==> src/qstc_pkg.sv <==
package qstc_pkg;

    localparam int COMPONENT_BITS_DEF = 15;
    localparam int COMP_W             = 16;
    localparam int LANES              = 3;
    localparam int LANE_STAGES        = 5;
    localparam int SQRT_STAGES        = 8;

    // 1/sqrt2 in Q0.30, rounded
    localparam logic [29:0] INV_SQRT2_Q30 = 30'd759250125;

    localparam logic CMD_ENCODE = 1'b0;
    localparam logic CMD_DECODE = 1'b1;

    typedef struct packed {
        logic                     command;
        logic signed [COMP_W-1:0] comp_x;
        logic signed [COMP_W-1:0] comp_y;
        logic signed [COMP_W-1:0] comp_z;
        logic signed [COMP_W-1:0] comp_w;
        logic [15:0]              word_a;
        logic [15:0]              word_b;
        logic [14:0]              word_c;
    } in_item_t;

    typedef struct packed {
        logic [15:0]              packed_a;
        logic [15:0]              packed_b;
        logic [14:0]              packed_c;
        logic signed [COMP_W-1:0] out_x;
        logic signed [COMP_W-1:0] out_y;
        logic signed [COMP_W-1:0] out_z;
        logic signed [COMP_W-1:0] out_w;
    } out_item_t;

endpackage

==> src/qstc_sqrt.sv <==
module qstc_sqrt (
    input  logic                                 clk,
    input  logic [qstc_pkg::SQRT_STAGES-1:0]     en,
    input  logic [30:0]                          rad,
    output logic [15:0]                          root,
    output logic [16:0]                          rem
);
    import qstc_pkg::*;

    typedef struct packed {
        logic [30:0] x;
        logic [31:0] res;
    } sq_state_t;

    function automatic sq_state_t sq_step(sq_state_t s, logic [31:0] b);
        sq_state_t   o;
        logic [31:0] trial;
        trial = s.res + b;
        if ({1'b0, s.x} >= trial)
        begin
            o.x   = s.x - 31'(trial);
            o.res = (s.res >> 1) + b;
        end
        else
        begin
            o.x   = s.x;
            o.res = s.res >> 1;
        end
        return o;
    endfunction

    sq_state_t stage_in[SQRT_STAGES];
    sq_state_t stage_next[SQRT_STAGES];
    sq_state_t stage_reg[SQRT_STAGES];

    // two result bits per stage, starting from the top pair of the radicand
    always_comb
    begin
        stage_in[0] = '{x: rad, res: 32'd0};
        for (int s = 1; s < SQRT_STAGES; s++)
            stage_in[s] = stage_reg[s-1];
        for (int s = 0; s < SQRT_STAGES; s++)
            stage_next[s] = sq_step(sq_step(stage_in[s], 32'd1 << (30 - 4 * s)),
                                    32'd1 << (28 - 4 * s));
    end

    always_ff @(posedge clk)
    begin
        for (int s = 0; s < SQRT_STAGES; s++)
            if (en[s])
                stage_reg[s] <= stage_next[s];
    end

    assign root = 16'(stage_reg[SQRT_STAGES-1].res);
    assign rem  = 17'(stage_reg[SQRT_STAGES-1].x);

endmodule

==> config.mk <==
export PLATFORM = sky130hd
export DESIGN_NAME = qstc_sqrt
export DESIGN_NICKNAME = d
export VERILOG_FILES = /design/src/qstc_pkg.sv /design/src/qstc_sqrt.sv
export SDC_FILE = /design/constraint.sdc
export NUM_CORES = 1
export LEC_CHECK = 0
export ABC_AREA = 1
export BUFFER_PORTS_ARGS = -buffer_cell sky130_fd_sc_hd__buf_2
export CAP_MARGIN = 10
export CORE_ASPECT_RATIO = 0.75
export CORE_MARGIN = 4
export CORE_UTILIZATION = 60
export DETAILED_ROUTE_END_ITERATION = 10
export PLACE_DENSITY = 0.77
export RECOVER_POWER = 50
export SYNTH_ARGS = -nofsm -noshare
export SYNTH_HDL_FRONTEND = slang
export SYNTH_SLANG_ARGS = --single-unit
==> constraint.sdc <==
create_clock -name clk -period 4.35 [get_ports clk]
set_input_delay 0.435 -clock clk [delete_from_list [all_inputs] [get_ports clk]]
set_output_delay 0.435 -clock clk [all_outputs]
set_load 0.005 [all_outputs]
==> metrics.txt <==
Worst Setup EP=stage_reg[1][223]$_DFFE_PP_; Via density=5.83; critical path start-end classification=register to register; Power Density=640 mW/mm^2; Yosys warning count=0; Flop pwr share=28.8%; # IOs=73; Syn Nets=3107; global-route wire length before repair=102000 um; Logic pwr share=a little under three fifths; WL final=65200 um; Async S/R FF share, synth=0%; Detailed Place HPWL=51800 um; violated checks=capacitance limit, slew limit; wire per inst=18.1 um; Worst slew margin=-38.1%; startpoint types=register; Starting Density=61.0%; TritonCTS buffer count=31; cell mode on critical path=nand2_1; sequential fraction of the synthesis area=roughly two fifths; clk sinks=306; beginning of the critical path=stage_reg[1][141]$_DFFE_PP_; Post-Syn Instances=between 2000 and 3000; Final Hold Viols=0; mapped cell area=0.0227 mm^2; initial DRC count=2490; Clock Root Buffer=clkbuf_16; Final Max Slew Viols=182; Die Y=176 um; antenna-violating nets left=0; EDFF count, synth=306; most common library cells after synthesis=nand2_1, inv_1, edfxtp_1, nor2_1, nand3_1; post-route cell area=approximately 0.025 mm^2; Peak supply drop=0.430 mV; switch share=46.3%; Worst Hold Class=input pin to register; Synth Flop Type=edfxtp_1; Cell Count Post-Placement=3523; drt first pass iters=6; crit path cell chain=inv_1 > ha_4 > a21oi_1 > nand2_1 > a21oi_1 > nand2_1 > nand2_2 > nand3_2 > inv_2 > buf_6 > ha_1 > inv_1 > nand4_1 > nand3_1 > nand2_1 > nand3_1 > nand2_1 > nand2_2 > nand3_2 > nand2_4 > buf_8 > nand3_1 > nand2_1; reg2reg setup slack=0.14 ns; Worst-Margin Slew=around 2.1 ns; fin nets=3267; vias in the first global route=19154; crit path max fanout=14; antenna cells=0; endpoints failing setup=0; Maximum Capacitance Violations=5; Crit. End Element=register; largest net degree at the start of global routing=46; global-route usage over all layers=31.1%; status=finished, violations left; Crit path largest cell delay=0.42 ns; H-tree levels=1; top cells by area, synth=edfxtp_1, nand2_1, ha_1; Arr. time, crit path=4.66 ns; worst r2r path cells=23; non-filler cells, final=3596; DIE WIDTH=232 um; core area=0.0372 mm^2; IO buf count=72; fillers=3099; min Tclk post-route=4.21 ns; FMAX=roughly 240 MHz; worst r2r dst=stage_reg[1][223]$_DFFE_PP_; reg2reg start=stage_reg[1][141]$_DFFE_PP_; # DRC=0; placement row count=61; gpl congestion=1.04; Critical Path RT=4.80 ns; Reg clk slew, reported paths=0.06 ns; setup_tns=0 ns; die area=0.0410 mm^2; clock skew=0.0284 ns; Max Root-Sink Buffers=3; area leader, netlist=edfxtp_1; Area Overhead vs Synth=11.9%; placed inst area=0.0240 mm^2; initial antenna violation count=0; CTS tree=done; layout cell share with drive strength beyond 1=10.1%; Synth Area per Inst=7.79 um^2; vias=20974; P_int=8.72 mW; max reg flops=around 310; Switch Pwr=7.53 mW; Cell variety after synth=54; Synth top area share=40.5%; clock power share=16.1%; Final Cycle Share=96.8%; GR Overflow Total=0; clk_lat worst skew=between 0.6 and 0.7 ns; slowest CP cell=edfxtp_1; #FFs+latches synth=around 300; Leak Pwr=11.5 nW; top-count cell post-synth=nand2_1
==> worst max-delay path: cells and delay by family (launching register included) <==
family,cells,cell delay [ns]
simple gates,14,1.93
buf+inv,5,0.83
fa+ha+maj,2,0.49
flops,1,0.42
compound gates,2,0.36
==> cell type report <==
cell class	instances	area, um^2	area share [%]
clock buffer	34	787	3.10
clock inverter	20	191	0.754
inverter	379	1430	5.64
multi-input combinational	2197	12100	47.8
sequential	306	9190	36.2
tap	504	631	2.49
timing repair buffer	156	1010	3.97
==> timing repair <==
action,4_1_cts,5_1_grt
resized for setup,8,67
pin swaps,0,15
hold endpoints to repair,0,0
setup endpoints to repair,20,103
hold buffers,0,0
setup buffers,0,19
==> layer usage <==
layer	up-vias	wire [um]	part of all wire [%]	GRT usage (%)
met5	-	0	0	0
met4	0	1210	1.9	5.95
met3	93	6000	9.2	5.06
met2	992	27500	42	46.2
met1	9797	30500	47	48.4
li1	10092	-	-	-
==> logic make-up (layout without fill, tap and decap cells) <==
family	Yosys count	count (layout)	synth area share (%)
buffers and inverters	408	589	7.22
XOR/XNOR	120	120	4.67
AO/OA/AOI/OAI	399	399	9.74
flip-flops	306	306	40.5
AND/OR/NAND/NOR	1522	1522	29.2
adder cells (fa/ha/maj)	156	156	8.61
==> power by group through the flow <==
stage               Sequential [mW]  Combinational (mW)  Clock, mW
global route                   4.72                9.96       2.79
detailed placement             4.71                8.37          0
finish                         4.68                8.95       2.62
floorplan                      4.47                6.29          0
global placement               4.70                8.26          0
CTS                            4.65                8.45       2.66
==> layout by cell type (no fill, tap or decap), types with 32 or more instances in the layout <==
cell      count
a21oi_1     158
buf_2        45
buf_4        72
clkbuf_1     33
edfxtp_1    306
ha_1        142
inv_1       364
nand2_1     781
nand3_1     215
nand4_1      63
nor2_1      300
nor3_1       40
o21ai_0     117
o21ai_1      38
xnor2_1      32
xor2_1       87
==> worst min-delay path by stage <==
| stage | startpoint | to | slack [ns] | cells past startpoint |
|---|---|---|---|---|
| floorplan | stage_reg[0][87]$_DFFE_PP_ | stage_reg[0][148]$_DFFE_PP_ | 0.43 | 0 |
| detailed placement | stage_reg[1][139]$_DFFE_PP_ | stage_reg[1][200]$_DFFE_PP_ | 0.43 | 0 |
| finish | rad[25] | stage_reg[0][57]$_DFFE_PP_ | 0.04 | 1 |
| CTS | rad[0] | stage_reg[0][32]$_DFFE_PP_ | 0.009 | 1 |
| global route | rad[5] | stage_reg[0][37]$_DFFE_PP_ | 0.01 | 1 |
| global placement | stage_reg[1][37]$_DFFE_PP_ | stage_reg[1][100]$_DFFE_PP_ | 0.43 | 0 |
==> per-stage QoR <==
stage / power (mW) / hold WS (ns) / setup WS, ns / utilization [%]
2_1_floorplan: 10.8 / 0.426 / 0.455 / -
3_3_place_gp: 13.0 / 0.431 / -0.241 / 64.5
3_5_place_dp: 13.1 / 0.432 / -0.279 / 64.5
4_1_cts: 15.8 / 0.00917 / 0.0182 / 67.2
5_1_grt: 17.5 / 0.0109 / -0.0225 / 68.3
6_report: 16.3 / 0.0391 / 0.141 / 68.3
No activity file was read; power rests on OpenSTA's default activity.
