===== config.mk =====
export PLATFORM = sky130hd
export DESIGN_NAME = qstc_lane
export DESIGN_NICKNAME = d
export VERILOG_FILES = /design/src/qstc_pkg.sv /design/src/qstc_lane.sv
export SDC_FILE = /design/constraint.sdc
export NUM_CORES = 2
export LEC_CHECK = 0
export ABC_CLOCK_PERIOD_IN_PS = 11400
export BUFFER_PORTS_ARGS = -buffer_cell sky130_fd_sc_hd__buf_2
export CAP_MARGIN = 20
export CORE_MARGIN = 2
export CORE_UTILIZATION = 30
export DETAILED_ROUTE_END_ITERATION = 7
export GPL_ROUTABILITY_DRIVEN = 0
export SYNTH_ARGS = -nofsm -noshare
export SYNTH_HDL_FRONTEND = slang
export SYNTH_SLANG_ARGS = --single-unit

===== constraint.sdc =====
create_clock -name clk -period 11.4 [get_ports clk]
set_input_delay 1.71 -clock clk [delete_from_list [all_inputs] [get_ports clk]]
set_output_delay 1.71 -clock clk [all_outputs]
set_load 0.005 [all_outputs]

===== src/qstc_pkg.sv =====
package qstc_pkg;

    localparam int COMPONENT_BITS_DEF = 15;
    localparam int COMP_W             = 16;
    localparam int LANES              = 3;
    localparam int LANE_STAGES        = 5;
    localparam int SQRT_STAGES        = 8;

    // 1/sqrt2 in Q0.30, rounded
    localparam logic [29:0] INV_SQRT2_Q30 = 30'd759250125;

    localparam logic CMD_ENCODE = 1'b0;
    localparam logic CMD_DECODE = 1'b1;

    typedef struct packed {
        logic                     command;
        logic signed [COMP_W-1:0] comp_x;
        logic signed [COMP_W-1:0] comp_y;
        logic signed [COMP_W-1:0] comp_z;
        logic signed [COMP_W-1:0] comp_w;
        logic [15:0]              word_a;
        logic [15:0]              word_b;
        logic [14:0]              word_c;
    } in_item_t;

    typedef struct packed {
        logic [15:0]              packed_a;
        logic [15:0]              packed_b;
        logic [14:0]              packed_c;
        logic signed [COMP_W-1:0] out_x;
        logic signed [COMP_W-1:0] out_y;
        logic signed [COMP_W-1:0] out_z;
        logic signed [COMP_W-1:0] out_w;
    } out_item_t;

endpackage


===== src/qstc_lane.sv =====
module qstc_lane #(
    parameter int COMPONENT_BITS = qstc_pkg::COMPONENT_BITS_DEF
) (
    input  logic                                 clk,
    input  logic [qstc_pkg::LANE_STAGES-1:0]     en,
    input  logic signed [16:0]                   v,
    input  logic [COMPONENT_BITS-1:0]            qw,
    output logic [COMPONENT_BITS-1:0]            q,
    output logic signed [qstc_pkg::COMP_W-1:0]   k,
    output logic [29:0]                          sq
);
    import qstc_pkg::*;

    localparam int CB     = COMPONENT_BITS;
    localparam logic [CB-1:0] STEPS = {CB{1'b1}};
    localparam int VS_W   = 18 + CB;
    localparam int T_W    = 47 + CB;
    localparam int P_W    = 31 + CB;
    localparam int Y_W    = 15 + CB;
    localparam int DIV_SH = 2 * CB + 16;
    localparam int R_W    = CB + 17;
    localparam int PR_W   = Y_W + R_W;

    localparam logic signed [VS_W-1:0] STEPS_VS = VS_W'(STEPS);
    localparam logic signed [T_W-1:0]  K_T      = T_W'(INV_SQRT2_Q30);
    localparam logic signed [T_W-1:0]  BIAS     = T_W'(1) << (CB + 44);
    localparam longint unsigned RECIP_L =
        ((64'd1 << DIV_SH) + 64'(STEPS) - 64'd1) / 64'(STEPS);
    localparam logic [R_W-1:0] RECIP = R_W'(RECIP_L);

    // encode path
    logic signed [VS_W-1:0] vs_reg, vs_next;
    logic signed [T_W-1:0]  m_reg, m_next;
    logic signed [T_W-1:0]  t_sum;
    logic [CB+1:0]          t_top;
    logic [CB-1:0]          q3_reg, q3_next, q4_reg, q5_reg;

    // decode path
    logic [CB:0]            twice_q;
    logic [CB-1:0]          mag1_reg, mag1_next;
    logic                   neg1_reg, neg2_reg, neg3_reg;
    logic [P_W-1:0]         p_sum;
    logic [Y_W-1:0]         y_reg, y_next;
    logic [PR_W-1:0]        prod_reg, prod_next;
    logic [14:0]            r_mag;
    logic signed [15:0]     k4_reg, k4_next, k5_reg;
    logic signed [31:0]     sq_full;
    logic [29:0]            sq5_reg;

    always_comb
    begin
        vs_next   = VS_W'(v) * STEPS_VS;
        twice_q   = {qw, 1'b0};
        mag1_next = qw[CB-1] ? CB'(twice_q - {1'b0, STEPS})
                             : CB'({1'b0, STEPS} - twice_q);

        m_next = T_W'(vs_reg) * K_T;
        p_sum  = P_W'(mag1_reg) * P_W'(INV_SQRT2_Q30) + (P_W'(STEPS) << 14);
        y_next = p_sum[15 +: Y_W];

        t_sum = m_reg + BIAS;
        t_top = t_sum[T_W-1 -: CB+2];
        if (t_sum[T_W-1])
            q3_next = '0;
        else if (t_top > (CB+2)'(STEPS))
            q3_next = STEPS;
        else
            q3_next = CB'(t_top);
        // divide by STEPS through the reciprocal, exact over the whole range
        prod_next = PR_W'(y_reg) * PR_W'(RECIP);

        r_mag   = prod_reg[DIV_SH +: 15];
        k4_next = neg3_reg ? 16'(16'd0 - 16'(r_mag)) : 16'(r_mag);

        sq_full = 32'(k4_reg) * 32'(k4_reg);
    end

    always_ff @(posedge clk)
    begin
        if (en[0])
        begin
            vs_reg   <= vs_next;
            mag1_reg <= mag1_next;
            neg1_reg <= !qw[CB-1];
        end
        if (en[1])
        begin
            m_reg    <= m_next;
            y_reg    <= y_next;
            neg2_reg <= neg1_reg;
        end
        if (en[2])
        begin
            q3_reg   <= q3_next;
            prod_reg <= prod_next;
            neg3_reg <= neg2_reg;
        end
        if (en[3])
        begin
            q4_reg <= q3_reg;
            k4_reg <= k4_next;
        end
        if (en[4])
        begin
            q5_reg  <= q4_reg;
            k5_reg  <= k4_reg;
            sq5_reg <= sq_full[29:0];
        end
    end

    assign q  = q5_reg;
    assign k  = k5_reg;
    assign sq = sq5_reg;

endmodule


==> summary.md <==
Setup violations remaining at the end of the flow were counted as 0. The initial antenna violation count is 2, and the Yosys warning count is 0. Using the TritonRoute via totals, the vias-per-cell ratio works out to 4.387. The tools report the register-to-register setup slack as 3430 ps. Pin placement for this block handled 99 I/O pins.

After layout, the worst setup slack is 3430 ps. The total placed cells including tap cells was 6954. Setup repair after global routing left no endpoint under its margin. The logs give 0 for the number of max-slew violations in the final report and 150 for the count of standard-cell rows. In this run, post-CTS hold repair placed 0 buffers. Along the worst hold path, the cell count comes to 0. 0 antenna diodes ended up in the layout. The cell repeated most along the worst path was fa_1. The area share of the largest cell type after synthesis was 39.31%. The family with the most delay on the worst path was adder cells. In this run the worst setup path terminates at m_reg[56]. The run gives 77 as the largest net degree at the start of global routing.

At the worst endpoint, the required time is 11740 ps. The tools report the core box area as 0.1668 mm². The number of cells upsized or downsized after cts was 0. The worst slack on hold paths came out at 421.2 ps. Traced cell by cell, the critical path runs through inv_1 > fa_1 > fa_1 > inv_1 > ha_1 > fa_1 > fa_1 > fa_1 > fa_1 > inv_1 > fa_1 > inv_1 > ha_1 > a21o_1 > a21o_1 > a21o_1 > a21o_1 > a21oi_1 > a31oi_1 > o21ai_1 > o21ai_1 > a31oi_1 > o311ai_1. The run gives 30734 as the total number of vias. Measured in cells, the most critical reg-to-reg path has a length of 23. In this run the critical register-to-register path is launched from vs_reg[30]. The most common cell in the synthesized netlist is inv_1. The worst pin sits at a relative slew slack of 32.06%. The number of synthesized register bits is 217, and the clock insertion delay at the later pin of the skew report is 600 ps. Number of synthesized flops with an enable pin: 217. Launch point of the critical path: vs_reg[30]. The die covers 0.1708 mm². For the number of detailed-routing iterations run before antenna repair, the log shows 5.

In the post-synthesis netlist, the biggest area contributors are fa_1 (39%), ha_1 (24%), edfxtp_1 (13%), inv_1 (11%), xnor2_1 (2.5%). The register with the most flip-flops in the layout has 33 of them. Cell at the root of the clock tree: clkbuf_16.

The run gives 181.0 mm as the global-route wire length before repair. After the first detailed-routing iteration, the DRC count stood at 1376. The post-CTS clock slew at the launch and capture registers of the worst setup and hold paths is 60 ps. The final routed DRC violation total was 0.

The number of clock sinks seen by CTS was 217. From left edge to right edge, the die measures 413.3 µm. Summed over all nets, the half-perimeter wirelength after detailed placement is 94.45 mm. The min-delay analysis places its worst path in the category reg -> reg.

Along the worst path, the maximum fanout reaches 11. Cell accounting for the most synthesized area: fa_1. By count the netlist is led by inv_1 (1438), fa_1 (987), ha_1 (958), edfxtp_1 (217), xnor2_1 (142).

TritonCTS built the clock tree. The final non-filler cell total is 7006. No sink is reached through more buffers than the 3 on the longest clock path. The run gives 34209 as the number of global-route vias before repair.

Subtracting the final worst setup slack from the clock period gives 7970 ps. In this run the critical register-to-register path is captured at m_reg[56]. The final layout contains 6764 nets. In this run, distinct cell masters in the synthesized netlist total 68. For the arrival time at the worst endpoint, the log shows 8310 ps. The run finished with clean final reports.

The dominant synthesized flop cell was edfxtp_1. Count of nets left with antenna violations after detail routing: 0. The nature of the critical path endpoint was a register. On the critical path, the stage with the largest delay is an instance of edfxtp_1. Relative to the synthesized area, the layout overhead comes to 8.387%. Derived from the worst setup path, the maximum achievable clock frequency is 125.5 MHz.

Number of nets produced by synthesis: 6649. On the worst path, the slowest cell contributes a delay of 900 ps. The tools report the minimum setup slack after placement as 3349 ps. The run gives 27 as the number of buffers inserted during clock tree synthesis.

Max-cap violations in this run came to 0. Share of flip-flops with an asynchronous set or reset after synthesis: 0%. The worst-case clock skew was 12.31 ps. The number of logic stages on the critical path including buffering works out to 23.

The total overflow left after global routing is 0. The overall global routing resource usage was 13.29%. In the final layout, the share of cells above drive strength 1 is 4.373%. The worst path uses 69.91% of the clock period.

The kind of critical path was reg -> reg. In this run the mean area of a mapped cell was 10.77 µm². After synthesis, flip-flops and latches occupy 12.97% of the total area. STA classifies the critical path startpoint as a register. The count of endpoints failing hold in the final timing report is 0, and the worst path buffer plus inverter count is 4. The synthesized instance count was 4666; the level count of the clock H-tree was 1. The average wire per standard cell is 15.50 µm. The run gives 0 ps as the final setup TNS. Summing every instance area after synthesis gives 0.05026 mm². Routed wire length: 108.6 mm.

Count of input and output buffers: 97. For the buffer count from post-CTS setup fixing, the log shows 0. The initial cell density of the core came out at 30.12%. For the pin with the worst max-slew slack, the measured transition is 1019 ps. The die is 413.3 µm tall.
logic make-up (layout without fill, tap and decap cells):
| group | after synthesis | in the layout | synth area share [%] |
|---|---|---|---|
| simple gates | 479 | 479 | 4.805 |
| flops | 217 | 217 | 12.97 |
| compound gates | 360 | 360 | 4.700 |
| xor+xnor | 185 | 185 | 3.224 |
| fa+ha+maj | 1945 | 1945 | 63.16 |
| other cells | 1 | 1 | 0.007461 |
| mux | 5 | 5 | 0.1021 |
| buf+inv | 1474 | 1610 | 11.03 |
metrics by stage:
step / area [µm²] / util (%)
2_1_floorplan: 50260 / -
3_3_place_gp: 53530 / 32.08
3_5_place_dp: 53530 / 32.08
4_1_cts: 54450 / 32.63
5_1_grt: 54470 / 32.65
6_report: 54470 / 32.65
worst min path at each step:
stage	start	to
CTS	q4_reg[14]	q[14]
detailed placement	q4_reg[2]	q[2]
floorplan	neg1_reg	neg2_reg
global placement	q4_reg[2]	q[2]
global route	q4_reg[14]	q[14]
finish	q4_reg[14]	q[14]
placed cells by master, fill, tap and decap left out, types with 31 or more instances in the layout:
master	netlist	final
a21o_1	52	52
a21oi_1	111	111
and2_1	69	69
buf_2	0	96
edfxtp_1	217	217
fa_1	987	987
ha_1	958	958
inv_1	1438	1437
nand2_1	122	122
nor2_1	102	102
o21a_1	31	31
o21ai_0	56	56
or2_2	32	32
xnor2_1	142	142
xor2_1	43	43
final cells by class:
type | instances | area, µm²
fill | 16859 | 112400
clock inverter | 23 | 240.2
clock buffer | 27 | 675.6
multi-input combinational | 2975 | 38200
tap | 2204 | 2758
sequential | 217 | 6516
timing repair buffer | 122 | 688.2
inverter | 1438 | 5398
per-layer routing:
metal	global-route usage (%)	routed length (µm)	vias up
met5	0	0	-
met4	2.483	2140	0
met3	1.098	3065	105
met2	23.10	53100	430
met1	18.14	50320	15606
li1	-	-	14593
worst reg2reg max path: cells and delay by family (launching register included):
family | cells | cell delay (ps)
DFF | 1 | 900
AOI/OAI and AO/OA | 10 | 2190
buffers and inverters | 4 | 560
adders and majority gates | 9 | 4070
Power is not shown: default switching activity piles up to over one toggle a cycle in this logic, so the estimate is an artifact.
